==> src/sv/lwpcs_pkg.sv <==
// Shared types, constants and step codes for the LCD window and pixel command stream.
package lwpcs_pkg;

  localparam int unsigned CoordW = 16;
  localparam int unsigned ColorW = 16;
  localparam int unsigned CmdW   = 2;
  localparam int unsigned ByteW  = 8;
  localparam int unsigned StepW  = 4;

  localparam int unsigned PANEL_WIDTH_DEF  = 240;
  localparam int unsigned PANEL_HEIGHT_DEF = 320;

  // Command codes on the input channel.
  localparam logic [CmdW-1:0] CMD_WINDOW = 2'd0;
  localparam logic [CmdW-1:0] CMD_PIXEL  = 2'd1;
  localparam logic [CmdW-1:0] CMD_STREAM = 2'd2;

  // Controller opcodes.
  localparam logic [ByteW-1:0] OP_COLUMN_SET   = 8'h2A;
  localparam logic [ByteW-1:0] OP_ROW_SET      = 8'h2B;
  localparam logic [ByteW-1:0] OP_MEMORY_WRITE = 8'h2C;
  localparam logic [ByteW-1:0] BYTE_MASK       = 8'hFF;

  // Position of each byte within the full thirteen-byte pixel sequence.
  localparam logic [StepW-1:0] STEP_COL_OP    = 4'd0;
  localparam logic [StepW-1:0] STEP_XS_HI     = 4'd1;
  localparam logic [StepW-1:0] STEP_XS_LO     = 4'd2;
  localparam logic [StepW-1:0] STEP_XE_HI     = 4'd3;
  localparam logic [StepW-1:0] STEP_XE_LO     = 4'd4;
  localparam logic [StepW-1:0] STEP_ROW_OP    = 4'd5;
  localparam logic [StepW-1:0] STEP_YS_HI     = 4'd6;
  localparam logic [StepW-1:0] STEP_YS_LO     = 4'd7;
  localparam logic [StepW-1:0] STEP_YE_HI     = 4'd8;
  localparam logic [StepW-1:0] STEP_YE_LO     = 4'd9;
  localparam logic [StepW-1:0] STEP_MEMWR_OP  = 4'd10;
  localparam logic [StepW-1:0] STEP_COLOR_HI  = 4'd11;
  localparam logic [StepW-1:0] STEP_COLOR_LO  = 4'd12;

  typedef struct packed {
    logic [CmdW-1:0]   command;
    logic [CoordW-1:0] x_start;
    logic [CoordW-1:0] y_start;
    logic [CoordW-1:0] x_end;
    logic [CoordW-1:0] y_end;
    logic [ColorW-1:0] color;
  } item_t;

  typedef struct packed {
    logic [ByteW-1:0] value;
    logic             is_data;
  } byte_t;

  typedef struct packed {
    logic             busy;
    logic [StepW-1:0] step;
  } seq_status_t;

endpackage

==> src/sv/lwpcs_byte_sel.sv <==
// Byte selector that picks the opcode or field byte for the current sequence step.
module lwpcs_byte_sel (
  input  lwpcs_pkg::item_t      held_item,
  input  logic [3:0]            step,
  output lwpcs_pkg::byte_t      sel_byte
);
  import lwpcs_pkg::*;

  always_comb begin
    sel_byte = '{value: OP_COLUMN_SET, is_data: 1'b0};
    case (step)
      STEP_COL_OP:   sel_byte = '{value: OP_COLUMN_SET, is_data: 1'b0};
      STEP_XS_HI:    sel_byte = '{value: held_item.x_start[15:8], is_data: 1'b1};
      STEP_XS_LO:    sel_byte = '{value: held_item.x_start[7:0] & BYTE_MASK, is_data: 1'b1};
      STEP_XE_HI:    sel_byte = '{value: held_item.x_end[15:8], is_data: 1'b1};
      STEP_XE_LO:    sel_byte = '{value: held_item.x_end[7:0], is_data: 1'b1};
      STEP_ROW_OP:   sel_byte = '{value: OP_ROW_SET, is_data: 1'b0};
      STEP_YS_HI:    sel_byte = '{value: held_item.y_start[15:8], is_data: 1'b1};
      STEP_YS_LO:    sel_byte = '{value: held_item.y_start[7:0], is_data: 1'b1};
      STEP_YE_HI:    sel_byte = '{value: held_item.y_end[15:8], is_data: 1'b1};
      STEP_YE_LO:    sel_byte = '{value: held_item.y_end[7:0], is_data: 1'b1};
      STEP_MEMWR_OP: sel_byte = '{value: OP_MEMORY_WRITE, is_data: 1'b0};
      STEP_COLOR_HI: sel_byte = '{value: held_item.color[15:8], is_data: 1'b1};
      STEP_COLOR_LO: sel_byte = '{value: held_item.color[7:0], is_data: 1'b1};
      default:       sel_byte = '{value: OP_COLUMN_SET, is_data: 1'b0};
    endcase
  end

endmodule

==> src/sv/lwpcs_seq.sv <==
// Sequencer that holds the current item, walks the byte steps and drives the output register.
module lwpcs_seq #(
  parameter int unsigned PANEL_WIDTH  = lwpcs_pkg::PANEL_WIDTH_DEF,
  parameter int unsigned PANEL_HEIGHT = lwpcs_pkg::PANEL_HEIGHT_DEF
) (
  input  logic                    clk,
  input  logic                    rst_n,
  input  logic                    in_valid,
  input  lwpcs_pkg::item_t        in_item,
  input  lwpcs_pkg::byte_t        sel_byte,
  input  logic                    out_stall,
  output lwpcs_pkg::item_t        held_item,
  output lwpcs_pkg::seq_status_t  status,
  output logic                    out_valid,
  output lwpcs_pkg::byte_t        out_data,
  output logic                    out_last
);
  import lwpcs_pkg::*;

  logic             busy_r, busy_nxt;
  logic [StepW-1:0] step_r, step_nxt;
  logic [StepW-1:0] end_r, end_nxt;
  item_t            item_r, item_nxt;
  logic             out_valid_r, out_valid_nxt;
  byte_t            out_data_r, out_data_nxt;
  logic             out_last_r, out_last_nxt;

  logic             out_free;
  logic             in_panel;
  logic             at_end;

  assign out_free = !out_valid_r || !out_stall;
  assign in_panel = ({1'b0, in_item.x_start} < (CoordW+1)'(PANEL_WIDTH)) &&
                    ({1'b0, in_item.y_start} < (CoordW+1)'(PANEL_HEIGHT));
  assign at_end   = (step_r == end_r);

  always_comb begin
    busy_nxt      = busy_r;
    step_nxt      = step_r;
    end_nxt       = end_r;
    item_nxt      = item_r;
    out_valid_nxt = out_valid_r;
    out_data_nxt  = out_data_r;
    out_last_nxt  = out_last_r;

    if (out_free) begin
      out_valid_nxt = busy_r;
    end

    if (busy_r) begin
      if (out_free) begin
        out_data_nxt = sel_byte;
        out_last_nxt = at_end;
        if (at_end) begin
          busy_nxt = 1'b0;
        end else begin
          step_nxt = step_r + 4'd1;
        end
      end
    end else if (in_valid) begin
      item_nxt = in_item;
      // A single pixel is a one-pixel window, so the end corner is the start corner.
      if (in_item.command == CMD_PIXEL) begin
        item_nxt.x_end = in_item.x_start;
        item_nxt.y_end = in_item.y_start;
      end
      case (in_item.command)
        CMD_WINDOW: begin
          busy_nxt = 1'b1;
          step_nxt = STEP_COL_OP;
          end_nxt  = STEP_MEMWR_OP;
        end
        CMD_PIXEL: begin
          busy_nxt = in_panel;
          step_nxt = STEP_COL_OP;
          end_nxt  = STEP_COLOR_LO;
        end
        CMD_STREAM: begin
          busy_nxt = 1'b1;
          step_nxt = STEP_COLOR_HI;
          end_nxt  = STEP_COLOR_LO;
        end
        default: begin
          busy_nxt = 1'b0;
        end
      endcase
    end
  end

  always_ff @(posedge clk) begin
    if (!rst_n) begin
      busy_r      <= 1'b0;
      step_r      <= '0;
      end_r       <= '0;
      item_r      <= '0;
      out_valid_r <= 1'b0;
    end else begin
      busy_r      <= busy_nxt;
      step_r      <= step_nxt;
      end_r       <= end_nxt;
      item_r      <= item_nxt;
      out_valid_r <= out_valid_nxt;
    end
  end

  always_ff @(posedge clk) begin
    out_data_r <= out_data_nxt;
    out_last_r <= out_last_nxt;
  end

  assign held_item   = item_r;
  assign status.busy = busy_r;
  assign status.step = step_r;
  assign out_valid   = out_valid_r;
  assign out_data    = out_data_r;
  assign out_last    = out_last_r;

endmodule

==> src/sv/lcd_window_pixel_command_stream_core.sv <==
// Top level of the LCD window and pixel command stream generator.
//
// The block turns drawing requests into the byte stream of a serial LCD
// controller. Each input beat carries a command with window corners and a
// color. Set window yields eleven beats (column set, four coordinate bytes,
// row set, four coordinate bytes, memory write). Draw pixel yields thirteen
// beats (a one-pixel window and the two color bytes), or none when the pixel
// lies outside the panel. Stream color yields the two color bytes. The
// unused command code yields nothing. Every result beat carries the byte,
// a data flag (low for an opcode) and a last flag on the final beat.
// One byte selector serves all steps under a small step counter, so the
// block emits one byte per cycle while the receiver does not stall. The
// input is stalled while an item is being emitted. When the receiver
// stalls, the output register holds its beat and the step counter waits.
// Reset clears the sequencer and the output valid flag; no beat is
// pending afterwards.
module lcd_window_pixel_command_stream_core #(
  parameter int unsigned PANEL_WIDTH  = lwpcs_pkg::PANEL_WIDTH_DEF,
  parameter int unsigned PANEL_HEIGHT = lwpcs_pkg::PANEL_HEIGHT_DEF
) (
  input  logic        clk,
  input  logic        rst_n,
  input  logic        in_valid,
  output logic        in_stall,
  input  logic [1:0]  in_command,
  input  logic [15:0] in_x_start,
  input  logic [15:0] in_y_start,
  input  logic [15:0] in_x_end,
  input  logic [15:0] in_y_end,
  input  logic [15:0] in_color,
  output logic        out_valid,
  input  logic        out_stall,
  output logic [7:0]  out_byte,
  output logic        out_is_data,
  output logic        out_last
);
  import lwpcs_pkg::*;

  item_t       in_item;
  item_t       held_item;
  seq_status_t status;
  byte_t       sel_byte;
  byte_t       out_data;

  assign in_item = '{command: in_command, x_start: in_x_start, y_start: in_y_start,
                     x_end: in_x_end, y_end: in_y_end, color: in_color};

  lwpcs_seq #(
    .PANEL_WIDTH  (PANEL_WIDTH),
    .PANEL_HEIGHT (PANEL_HEIGHT)
  ) u_seq (
    .clk       (clk),
    .rst_n     (rst_n),
    .in_valid  (in_valid),
    .in_item   (in_item),
    .sel_byte  (sel_byte),
    .out_stall (out_stall),
    .held_item (held_item),
    .status    (status),
    .out_valid (out_valid),
    .out_data  (out_data),
    .out_last  (out_last)
  );

  lwpcs_byte_sel u_byte_sel (
    .held_item (held_item),
    .step      (status.step),
    .sel_byte  (sel_byte)
  );

  // New items are taken only when no byte sequence is in flight.
  assign in_stall    = status.busy;
  assign out_byte    = out_data.value;
  assign out_is_data = out_data.is_data;

  // A pending beat that is not the last one means the sequencer still owns the item.
  a_nonlast_busy: assert property (@(posedge clk) disable iff (!rst_n)
    (out_valid && !out_last) |-> status.busy)
    else $error("non-last beat pending while sequencer idle");

  // The step counter never runs past the color low byte.
  a_step_range: assert property (@(posedge clk) disable iff (!rst_n)
    status.busy |-> (status.step <= STEP_COLOR_LO))
    else $error("step counter out of range");

  // A stream color item starts at the color high byte.
  a_stream_start: assert property (@(posedge clk) disable iff (!rst_n)
    (in_valid && !in_stall && (in_command == CMD_STREAM)) |=>
      (status.busy && (status.step == STEP_COLOR_HI)))
    else $error("stream color did not start at the color byte");

  // A window item always starts at the column set opcode.
  a_window_start: assert property (@(posedge clk) disable iff (!rst_n)
    (in_valid && !in_stall && (in_command == CMD_WINDOW)) |=>
      (status.busy && (status.step == STEP_COL_OP)))
    else $error("set window did not start at the column opcode");

endmodule
==> config.mk <==
export PLATFORM = sky130hd
export DESIGN_NAME = lcd_window_pixel_command_stream_core
export DESIGN_NICKNAME = d
export VERILOG_FILES = /design/src/sv/lwpcs_pkg.sv /design/src/sv/lwpcs_byte_sel.sv /design/src/sv/lwpcs_seq.sv /design/src/sv/lcd_window_pixel_command_stream_core.sv
export SDC_FILE = /design/constraint.sdc
export NUM_CORES = 1
export LEC_CHECK = 0
export BUFFER_PORTS_ARGS = -buffer_cell sky130_fd_sc_hd__buf_2
export CAP_MARGIN = 20
export CORE_UTILIZATION = 40
export DETAILED_ROUTE_END_ITERATION = 10
export PLACE_DENSITY = 0.69
export SLEW_MARGIN = 25
export SYNTH_ARGS = -nofsm -noshare
export SYNTH_HDL_FRONTEND = slang
export SYNTH_SLANG_ARGS = --single-unit
==> constraint.sdc <==
create_clock -name clk -period 5.49 [get_ports clk]
set_input_delay 0.2745 -clock clk [delete_from_list [all_inputs] [get_ports clk]]
set_output_delay 0.2745 -clock clk [all_outputs]
set_load 0.005 [all_outputs]
==> results.py, run 1 <==
metrics = {
    "pwr": {
        "p_clk_share_pct": 38.4,
        "power.share.switching_pct": 26.45,
        "p_per_area_nw_per_um2": 320.3,
        "switchingPower_w": 0.0004678,
        "p_int_w": 0.001301,
        "p_leak_nw": 2.164,
        "p_comb_share_pct": 14.7,
        "p_seq_share_pct": 46.9,
        "vdd_drop_max_uv": 147.5,
    },
    "placed_design": {
        "io_buffers": 97,
        "place.gp.congestion": 0.9268,
        "pre_cts_ws_ps": 3195,
        "dp_hpwl_mm": 9.207,
    },
    "timing": {
        "fmax_ghz": 0.4263,
        "finalCritPeriodShare_pct": 42.73,
        "setup_tns_ps": 0,
        "setup_ws_ps": 3144,
        "hold_viol": 0,
        "clock_skew_ps": 5.695,
        "setup_viol": 0,
        "tightestPinTransition_ps": 1026,
        "rsz0062_at_grt": "false",
        "fin_crit_ps": 2346,
        "slew_headroom_pct": 31.63,
        "slew_violations": 0,
    },
    "die": {
        "core_area_um2": 11470,
        "dieHeight_um": 110.6,
        "dieArea_um2": 12220,
        "start_util_pct": 41.10,
        "die_w_um": 110.6,
        "io_pins": 98,
        "rows": 39,
    },
    "clock_network": {
        "htree_levels": 3,
        "cts.sinks": 99,
        "numCtsBuffers": 9,
        "cts_tree": "done",
        "cts_setup_buffers": 0,
        "cts_resized": 0,
        "cts-root-buf": "clkbuf_16",
        "hold_buffers": 0,
        "clk_pin_slew_ps": 60,
        "clk_latency_ps": 340,
        "clockBufferDepth": 2,
    },
    "global_route": {
        "overflow": 0,
        "antenna_found_initial": 0,
        "grt_pass1_wl_mm": 21.34,
        "grt_usage_pct": 21.76,
        "grt_max_degree": 114,
        "grt_pass1_vias": 4160,
    },
    "hold_path": {
        "worstHoldPathType": "primary input to register",
    },
    "yosys": {
        "synth.avg_cell_area_um2": 8.417,
        "synth.net_count": 655,
        "synth-seq-area-share_pct": 44.17,
        "yosysTopAreaCell": "dfxtp_1",
        "ys_seq_elements": 99,
        "synth.distinct_cells": 46,
        "synthCells": 560,
        "yosys_warnings": 0,
        "netlist.area_leader.share_pct": 37.80,
        "netlist_area_um2": 4713,
        "synth.area.top_cells": "dfxtp_1 (38%), nand2_1 (8.8%), mux2i_1 (7.4%)",
    },
    "routing": {
        "postRouteAntennaNets": 0,
        "wl_met2_mm": 5.988,
        "routed-wl-met3_mm": 1.037,
        "viasPerCell": 5.651,
        "dr.max_layer_used": "met4",
        "drt-met1-wl_mm": 5.516,
        "wl_per_cell_um": 16.90,
        "drc": 0,
        "vias": 4346,
        "finalWirelength_mm": 13.00,
        "first_pass_iters": 6,
        "drt_iter0_drc": 379,
    },
    "finish": {
        "post-route-util_pct": 48.15,
        "finalNetCount": 717,
        "syn2layout_area_growth_pct": 17.15,
        "fill_cells": 1089,
        "n_antenna_cell": 0,
        "drive_gt1_share_pct": 19.49,
    },
    "outcome": {
        "status": "finished, final reports clean",
    },
    "critical_path": {
        "cp_data_required_time_ps": 5560,
        "path_class": "register to register",
        "cp.arrival_ps": 2420,
        "worstPathMaxFanout": 22,
        "crit_path_end_kind": "register",
        "worstSetupStartpointType": "register",
    },
    "job": {
        "maxCapViolations": 0,
    },
}
-- per-layer routing --
| metal | vias to the layer above | global-route usage (%) |
|---|---|---|
| li1 | 2122 | - |
| met1 | 2006 | 28.79 |
| met2 | 192 | 34.53 |
| met3 | 26 | 3.897 |
| met4 | 0 | 9.867 |
| met5 | - | 0 |
-- cell families (layout without fill, tap and decap cells) --
kind of cell / Yosys count / count (layout) / share of synthesized area (%)
simple gates: 195 / 195 / 17.65
compound gates: 161 / 161 / 22.41
flops: 99 / 99 / 44.17
buf+inv: 58 / 124 / 5.230
mux: 35 / 35 / 7.433
fa+ha+maj: 9 / 9 / 2.389
xor+xnor: 3 / 3 / 0.7169
-- critical path, cell delays in order, from the launching register on --
cell and delay, ps:
dfxtp_1 500, ha_1 770, inv_1 210, a32oi_1 250
o22a_1 230, nand4_1 110
-- flip-flops by register name, indices dropped and copies added (netlist names) --
register / flops
u_seq.held_item: 80
u_seq.out_valid: 1
u_seq.out_data: 9
u_seq.busy_r: 1
u_seq.out_last: 1
u_seq.step_r: 4
u_seq.end_r: 3
-- cell usage in the layout, fill, tap and decap left out, types with 2 or more instances in the layout --
cell type	netlist	layout
nand2_1	110	110
buf_2	17	97
dfxtp_1	89	88
a21oi_1	63	63
nor2_1	41	41
mux2i_1	35	35
a211oi_1	32	32
o21ai_0	17	17
nand3_1	15	15
edfxtp_1	10	10
clkbuf_16	0	9
a31oi_1	8	8
ha_1	9	8
inv_1	8	7
a22oi_1	7	7
o211ai_1	7	7
a222oi_1	7	7
nand4_1	6	6
nand3b_1	5	5
nor4_1	4	4
a22o_1	3	3
a221oi_1	3	3
nor3_1	3	3
buf_4	0	3
nor2b_1	3	2
and2_1	2	2
a21o_1	2	2
xor2_1	2	2
nand2b_1	2	2
o21a_1	2	2
bufinv_16	0	2
inv_4	0	2
-- final timing paths --
| check | start | end | slack (ps) | cells after the start |
|---|---|---|---|---|
| hold / removal | in_color[2] | u_seq.held_item[2]$_SDFFE_PN0P_ | 170 | 3 |
| hold reg to reg | u_seq.held_item[78]$_SDFFE_PN0P_ | u_seq.held_item[78]$_SDFFE_PN0P_ | 460 | 2 |
| setup / recovery | u_seq.step_r[0]$_SDFFE_PN0P_ | u_seq.out_data[4]$_DFFE_PP_ | 3140 | 5 |
| setup reg to reg | u_seq.step_r[0]$_SDFFE_PN0P_ | u_seq.out_data[4]$_DFFE_PP_ | 3140 | 5 |
-- power by group through the flow --
stage / registers [W] / logic (W) / clock network [W]
3_5_place_dp: 0.000846 / 0.000258 / 0
2_1_floorplan: 0.000827 / 0.000179 / 0
6_report: 0.000830 / 0.000259 / 0.000679
5_1_grt: 0.000836 / 0.000291 / 0.000712
4_1_cts: 0.000830 / 0.000259 / 0.000681
3_3_place_gp: 0.000845 / 0.000250 / 0
-- layout make-up --
class	count	area, um^2	share of cell area [%]
Multi-Input combinational cell	403	2395	43.37
Clock buffer	11	242.7	4.396
Timing Repair Buffer	101	519.2	9.404
Tap cell	143	178.9	3.240
Clock inverter	4	72.57	1.314
Sequential cell	99	2083	37.73
Inverter	8	30.03	0.5438
-- through the flow --
step	hold slack, ps	std cells	area, um^2	power [W]
2_1_floorplan	410.5	560	4713	0.001006
3_3_place_gp	448.2	754	5201	0.001095
3_5_place_dp	450.2	754	5201	0.001104
4_1_cts	164.9	769	5517	0.001770
5_1_grt	166.7	769	5522	0.001838
6_report	173.3	769	5522	0.001769
-- synthesized netlist by cell type (all sizes together) --
cell type and n:
nand2 110, dfxtp 89, a21oi 63, nor2 41, mux2i 35, a211oi 32
clkbuf 27, buf 23, o21ai 17, nand3 15, edfxtp 10, ha 9
a31oi 8, inv 8, a222oi 7, a22oi 7, o211ai 7, nand4 6
nand3b 5, nor4 4, a221oi 3, a22o 3, nor2b 3, nor3 3
xor2 3, a21boi 2, a21o 2, and2 2, nand2b 2, o21a 2
a311o 1, a311oi 1, a32oi 1, nand4b 1, nor3b 1, nor4b 1
o2111ai 1, o21bai 1, o22a 1, o31a 1, o41ai 1, or3 1
Note: power is estimated with default switching activity, not from simulation.
==> inputs of run 2 (changes only) <==
--- a/config.mk
+++ b/config.mk
@@ -5,6 +5,7 @@
 export SDC_FILE = /design/constraint.sdc
 export NUM_CORES = 1
 export LEC_CHECK = 0
+export ABC_AREA = 1
 export BUFFER_PORTS_ARGS = -buffer_cell sky130_fd_sc_hd__buf_2
 export CAP_MARGIN = 20
 export CORE_UTILIZATION = 40
==> constraint.sdc (replaced) <==
create_clock -name clk -period 2.4 [get_ports clk]
set_input_delay 0.12 -clock clk [delete_from_list [all_inputs] [get_ports clk]]
set_output_delay 0.12 -clock clk [all_outputs]
set_load 0.005 [all_outputs]
==> run 2 against run 1 <==
- combinational power rose by 110%
- largest power group unchanged
- setup slack got worse by 2600 ps
- synthesized cell count rose by 17%
- sequential cell count did not move
- non-clock buffer count rose by 4
==> results.py, run 2 <==
metrics = {
    "pwr": {
        "p_clk_share_pct": 36.3,
        "power.share.switching_pct": 28.36,
        "p_comb_share_pct": 13.9,
        "vdd_drop_max_uv": 448.3,
        "p_leak_nw": 2.488,
        "p_seq_share_pct": 49.8,
        "switchingPower_w": 0.001081,
        "p_int_w": 0.002730,
        "p_per_area_nw_per_um2": 688.5,
        "power.total_w": 0.003810,
    },
    "yosys": {
        "synth_most_common_cell": "nand2_1",
        "yosys_warnings": 0,
        "synthFlopType": "dfxtp_1",
        "synth.top_cells.by_count": "nand2_1 (129), nor2_1 (125), dfxtp_1 (89), a21oi_1 (77), o21ai_0 (76)",
        "synth.avg_cell_area_um2": 7.147,
        "synth.area.top_cells": "dfxtp_1 (38%), nand2_1 (10%), nor2_1 (10%)",
        "synth.net_count": 752,
        "ys_seq_elements": 99,
        "yosysTopAreaCell": "dfxtp_1",
        "netlist_area_um2": 4696,
        "async_flop_share_pct": 0,
        "synth.distinct_cells": 35,
        "synth_enable_flop_cells": 10,
        "netlist.area_leader.share_pct": 37.94,
        "synth-seq-area-share_pct": 44.34,
        "synthCells": 657,
    },
    "timing": {
        "clock_skew_ps": 9.895,
        "hold_viol": 0,
        "slew_violations": 0,
        "rsz0062_at_grt": "false",
        "fin_crit_ps": 1824,
        "tightestPinTransition_ps": 478.5,
        "finalCritPeriodShare_pct": 75.99,
        "fmax_ghz": 0.5483,
        "slew_headroom_pct": 68.06,
        "setup_tns_ps": 0,
        "setup_viol": 0,
    },
    "clock_network": {
        "cts_setup_buffers": 0,
        "numCtsBuffers": 9,
        "cts-root-buf": "clkbuf_16",
        "hold_buffers": 0,
        "clk_pin_slew_ps": 70,
        "cts_resized": 0,
        "clockBufferDepth": 2,
        "cts_tree": "done",
        "cts.sinks": 99,
        "htree_levels": 3,
        "clk_latency_ps": 350,
    },
    "global_route": {
        "grt_pass1_vias": 4240,
        "met2_usage_pct": 34.92,
        "busiest_layer": "met2",
        "grt_usage_pct": 23.12,
        "grt_pass1_wl_mm": 21.15,
        "antenna_found_initial": 0,
        "grt_max_degree": 59,
        "use_met3_pct": 3.821,
        "grtUsageMet1_pct": 32.43,
        "overflow": 0,
    },
    "critical_path": {
        "cp_data_required_time_ps": 2490,
        "worstSetupStartpointType": "register",
        "path_class": "register to register",
        "cp.arrival_ps": 1920,
        "crit_path_end_kind": "register",
        "worstPathMaxFanout": 10,
    },
    "placed_design": {
        "placed_cell_area_um2": 5250,
        "dp_hpwl_mm": 9.778,
        "dp.cells": 869,
        "place.gp.congestion": 0.9251,
        "io_buffers": 97,
    },
    "routing": {
        "first_pass_iters": 5,
        "wl_per_cell_um": 15.12,
        "vias": 4635,
        "finalWirelength_mm": 13.38,
        "drt_iter0_drc": 315,
        "drc": 0,
        "viasPerCell": 5.237,
        "postRouteAntennaNets": 0,
    },
    "finish": {
        "seq_area_um2": 2082,
        "syn2layout_area_growth_pct": 17.85,
        "multiInputGateArea_um2": 2298,
        "drive_gt1_share_pct": 19.00,
        "final_cells": 885,
        "n_antenna_cell": 0,
        "final_cell_mix": "nand2_1 (129), nor2_1 (125), buf_2 (97)",
        "fill_cells": 1149,
        "post-route-util_pct": 48.47,
        "final_common_cell": "nand2_1",
        "finalNetCount": 832,
        "largest_register_ffs": 80,
        "design_area_um2": 5534,
    },
    "die": {
        "core_area_um2": 11420,
        "dieArea_um2": 12180,
        "rows": 39,
        "start_util_pct": 41.12,
        "dieHeight_um": 110.4,
        "io_pins": 98,
        "die_w_um": 110.4,
    },
    "hold_path": {
        "worstHoldPathType": "primary input to register",
    },
    "outcome": {
        "status": "finished, final reports clean",
    },
    "job": {
        "maxCapViolations": 0,
    },
}
run 2: cell count changes in the layout (fill, tap and decap cells not counted), moves of 14 or more:
| cell | change |
|---|---|
| mux2i_1 | -35 |
| inv_1 | +22 |
| nand2_1 | +19 |
| a21oi_1 | +14 |
| nor2_1 | +84 |
| o21ai_0 | +59 |
| a211oi_1 | -30 |
run 2: critical path: stages, from the launching register on:
cell,delay [ps]
dfxtp_1,360
ha_1,350
nand3_1,170
inv_1,160
nand2_1,90
nand3_1,80
nor3_1,270
nand2_1,90
run 2: final cells by class:
cell class	instances	share of cell area (%)
clock buffer	9	4.070
clock inverter	7	1.063
inverter	34	2.397
multi-input combinational	488	41.53
sequential	99	37.62
tap	143	3.233
timing repair buffer	105	10.08
run 2: worst paths after layout:
check / start / end / slack, ps / cells after the start
worst min-delay path: in_color[6] / u_seq.held_item[6]$_SDFFE_PN0P_ / 8 / 3
worst max register to register: u_seq.step_r[0]$_SDFFE_PN0P_ / u_seq.out_data[3]$_DFFE_PP_ / 580 / 7
worst min register to register: u_seq.held_item[2]$_SDFFE_PN0P_ / u_seq.held_item[2]$_SDFFE_PN0P_ / 480 / 2
worst max-delay path: u_seq.step_r[0]$_SDFFE_PN0P_ / u_seq.out_data[3]$_DFFE_PP_ / 580 / 7
run 2: logic make-up (layout without fill, tap and decap cells):
| group | after synthesis | after routing | share of synthesized area (%) |
|---|---|---|---|
| and+or+nand+nor | 304 | 304 | 26.75 |
| xor gates and xnor gates | 1 | 1 | 0.1866 |
| adders and majority gates | 9 | 9 | 2.398 |
| buffers and inverters | 70 | 155 | 6.714 |
| AOI/OAI and AO/OA | 174 | 174 | 19.61 |
| DFF | 99 | 99 | 44.34 |
run 2: metal layers:
metal	share of wire, %	up-vias
met5	0	-
met4	2.8	0
met3	6.5	22
met2	43	188
met1	48	2094
li1	-	2331
run 2: power groups by stage:
| stage | registers [W] | clock network, W | logic (W) |
|---|---|---|---|
| after floorplan | 0.00190 | 0 | 0.000352 |
| after global placement | 0.00193 | 0 | 0.000515 |
| after detailed placement | 0.00193 | 0 | 0.000529 |
| after CTS | 0.00189 | 0.00141 | 0.000532 |
| after global routing | 0.00191 | 0.00148 | 0.000605 |
| final | 0.00190 | 0.00138 | 0.000531 |
run 2: per-stage QoR:
| step | setup WS, ps | hold slack [ps] |
|---|---|---|
| after floorplan | 892.6 | 253.8 |
| after global placement | 635.1 | 366.3 |
| after detailed placement | 608.3 | 367.3 |
| after CTS | 600.2 | 0.09587 |
| after global routing | 455.1 | 18.06 |
| final | 576.2 | 7.798 |
==> inputs of run 3 (changes only) <==
--- a/config.mk
+++ b/config.mk
@@ -10,7 +10,7 @@
 export CAP_MARGIN = 20
 export CORE_UTILIZATION = 40
 export DETAILED_ROUTE_END_ITERATION = 10
-export PLACE_DENSITY = 0.69
+export PLACE_DENSITY = 0.72
 export SLEW_MARGIN = 25
 export SYNTH_ARGS = -nofsm -noshare
 export SYNTH_HDL_FRONTEND = slang
==> constraint.sdc (replaced) <==
create_clock -name clk -period 1.6 [get_ports clk]
set_input_delay 0.08 -clock clk [delete_from_list [all_inputs] [get_ports clk]]
set_output_delay 0.08 -clock clk [all_outputs]
set_load 0.005 [all_outputs]
==> run 3 against run 2 <==
- the flow now finishes with violations (negative setup slack)
- highest routed layer unchanged
- critical endpoint is now u_seq.out_data[0]$_DFFE_PP_
- count of clock-buffer cells in the layout grew 4
- utilization grew 5.1 points
- via count grew 4.1%
- largest power group unchanged
==> results.py, run 3 (same netlist as run 2, synthesis figures left out) <==
metrics = {
    "outcome": {
        "status": "complete, but fails checks",
        "violations": "negative setup slack",
    },
    "hold_path": {
        "worstHoldPathType": "primary input to register",
        "worstHoldStart": "out_stall",
    },
    "critical_path": {
        "crit_path_end_kind": "register",
        "cp.arrival_ps": 1700,
        "cp_data_required_time_ps": 1680,
        "path_class": "register to register",
        "critPathLaunch": "u_seq.step_r[1]$_SDFFE_PN0P_",
        "worstSetupStartpointType": "register",
        "timing.rr.start": "u_seq.step_r[1]$_SDFFE_PN0P_",
        "worstPathMaxFanout": 5,
        "crit_top_cell": "inv_2",
        "crit_slowest_cell": "dfxtp_4",
        "crit_family": "simple AND/OR/NAND/NOR gates",
        "max_stage_delay_ps": 370,
        "critical_path_buf_inv_count": 3,
        "worstPathCellList": "inv_2 > ha_1 > inv_2 > buf_4 > nor2_2 > nor4_1 > nand2_1",
    },
    "placed_design": {
        "io_buffers": 97,
        "dp.cells": 880,
        "place.gp.congestion": 0.8685,
        "pre_cts_ws_ps": -146.2,
        "placed_cell_area_um2": 5358,
        "dp_hpwl_mm": 9.694,
    },
    "finish": {
        "syn2layout_area_growth_pct": 30.14,
        "final_cells": 935,
        "final_cell_mix": "nand2_1 (129), nor2_1 (120), buf_2 (97)",
        "largest_register_ffs": 80,
        "finalNetCount": 883,
        "design_area_um2": 6111,
        "drive_gt1_share_pct": 23.36,
        "final_common_cell": "nand2_1",
        "n_antenna_cell": 0,
    },
    "clock_network": {
        "cts_tree": "done",
        "cts.sinks": 99,
        "clk_pin_slew_ps": 70,
        "numCtsBuffers": 9,
        "clockBufferDepth": 2,
        "cts-root-buf": "clkbuf_16",
        "htree_levels": 3,
        "clk_latency_ps": 350,
    },
    "die": {
        "dieArea_um2": 12180,
        "start_util_pct": 41.12,
        "rows": 39,
        "core_area_um2": 11420,
        "die_w_um": 110.4,
        "dieHeight_um": 110.4,
        "io_pins": 98,
    },
    "pwr": {
        "power.total_w": 0.005819,
        "p_per_area_nw_per_um2": 952.3,
        "switchingPower_w": 0.001530,
        "p_leak_nw": 2.751,
        "p_comb_share_pct": 16.1,
        "vdd_drop_max_uv": 659.9,
        "p_clk_share_pct": 34.9,
        "power.share.switching_pct": 26.28,
        "p_seq_share_pct": 48.9,
        "p_int_w": 0.004290,
    },
    "timing": {
        "tightestPinTransition_ps": 408.3,
        "slew_headroom_pct": 72.78,
        "slew_violations": 0,
        "finalCritPeriodShare_pct": 100.9,
        "clock_skew_ps": 8.292,
        "setup_ws_ps": -14.68,
        "setup_viol": 1,
        "hold_viol": 0,
        "fmax_ghz": 0.6193,
        "fin_crit_ps": 1615,
    },
    "routing": {
        "viasPerCell": 5.160,
        "vias": 4825,
        "drc": 0,
        "postRouteAntennaNets": 0,
        "wl_per_cell_um": 14.89,
        "finalWirelength_mm": 13.92,
        "drt_iter0_drc": 313,
        "first_pass_iters": 5,
    },
    "global_route": {
        "overflow": 0,
        "grt_usage_pct": 23.52,
        "antenna_found_initial": 0,
        "grt_max_degree": 75,
        "grt_pass1_vias": 4234,
        "grt_pass1_wl_mm": 21.47,
    },
    "job": {
        "maxCapViolations": 0,
    },
}
## run 3: final cells by class
class / count / area (um^2)
fillers: 1122 / 5308
multi-input cells: 489 / 2394
flip-flops and latches: 99 / 2090
inverters: 34 / 135.1
clock buffers: 13 / 270.3
well taps: 143 / 178.9
repair buffers: 155 / 1033
clock inverters: 2 / 10.01
## run 3: metal layers
| layer | vias up | wire length [um] | GRT usage [%] |
|---|---|---|---|
| met1 | 2210 | 6529 | 31.74 |
| met3 | 19 | 761 | 4.409 |
| met5 | - | 0 | 0 |
| met4 | 0 | 259 | 8.177 |
| met2 | 162 | 6374 | 37.58 |
| li1 | 2434 | - | - |
## run 3: through the flow
stage               utilization (%)  TNS, ps  hold WS, ps
floorplan                         -        0        213.8
global route                  53.52   -127.0        6.752
finish                        53.52   -14.68        8.388
global placement              46.92   -198.8        324.7
detailed placement            46.92   -572.8        333.0
CTS                           52.19        0        1.297
## run 3: what timing repair did
item                       4_1_cts  5_1_grt
setup endpoints to repair        8        9
hold buffers                    31        0
resized for setup                8       28
gates cloned                     0        1
buffers inserted                 0        8
hold endpoints to repair        31        0
pin swaps                        0       13
## run 3: worst min-delay path: cells and delay by family
family | cells | cell delay, ps
buffers and inverters | 1 | 100
AOI/OAI and AO/OA | 1 | 60
and+or+nand+nor | 1 | 70
## run 3: path summary, 6_finish.rpt
check | end | slack, ps | depth (start not counted)
max reg2reg | u_seq.out_data[0]$_DFFE_PP_ | -10 | 7
min reg2reg | u_seq.held_item[33]$_SDFFE_PN0P_ | 480 | 2
min | u_seq.out_valid$_SDFFE_PN0N_ | 8 | 3
max | u_seq.out_data[0]$_DFFE_PP_ | -10 | 7
## run 3: power groups by stage
stage          Sequential [W]  Combinational [W]  Clock (W)
4_1_cts               0.00284           0.000881    0.00207
3_3_place_gp          0.00290           0.000806          0
6_report              0.00285           0.000937    0.00203
3_5_place_dp          0.00290           0.000816          0
2_1_floorplan         0.00284           0.000528          0
5_1_grt               0.00286            0.00106    0.00217
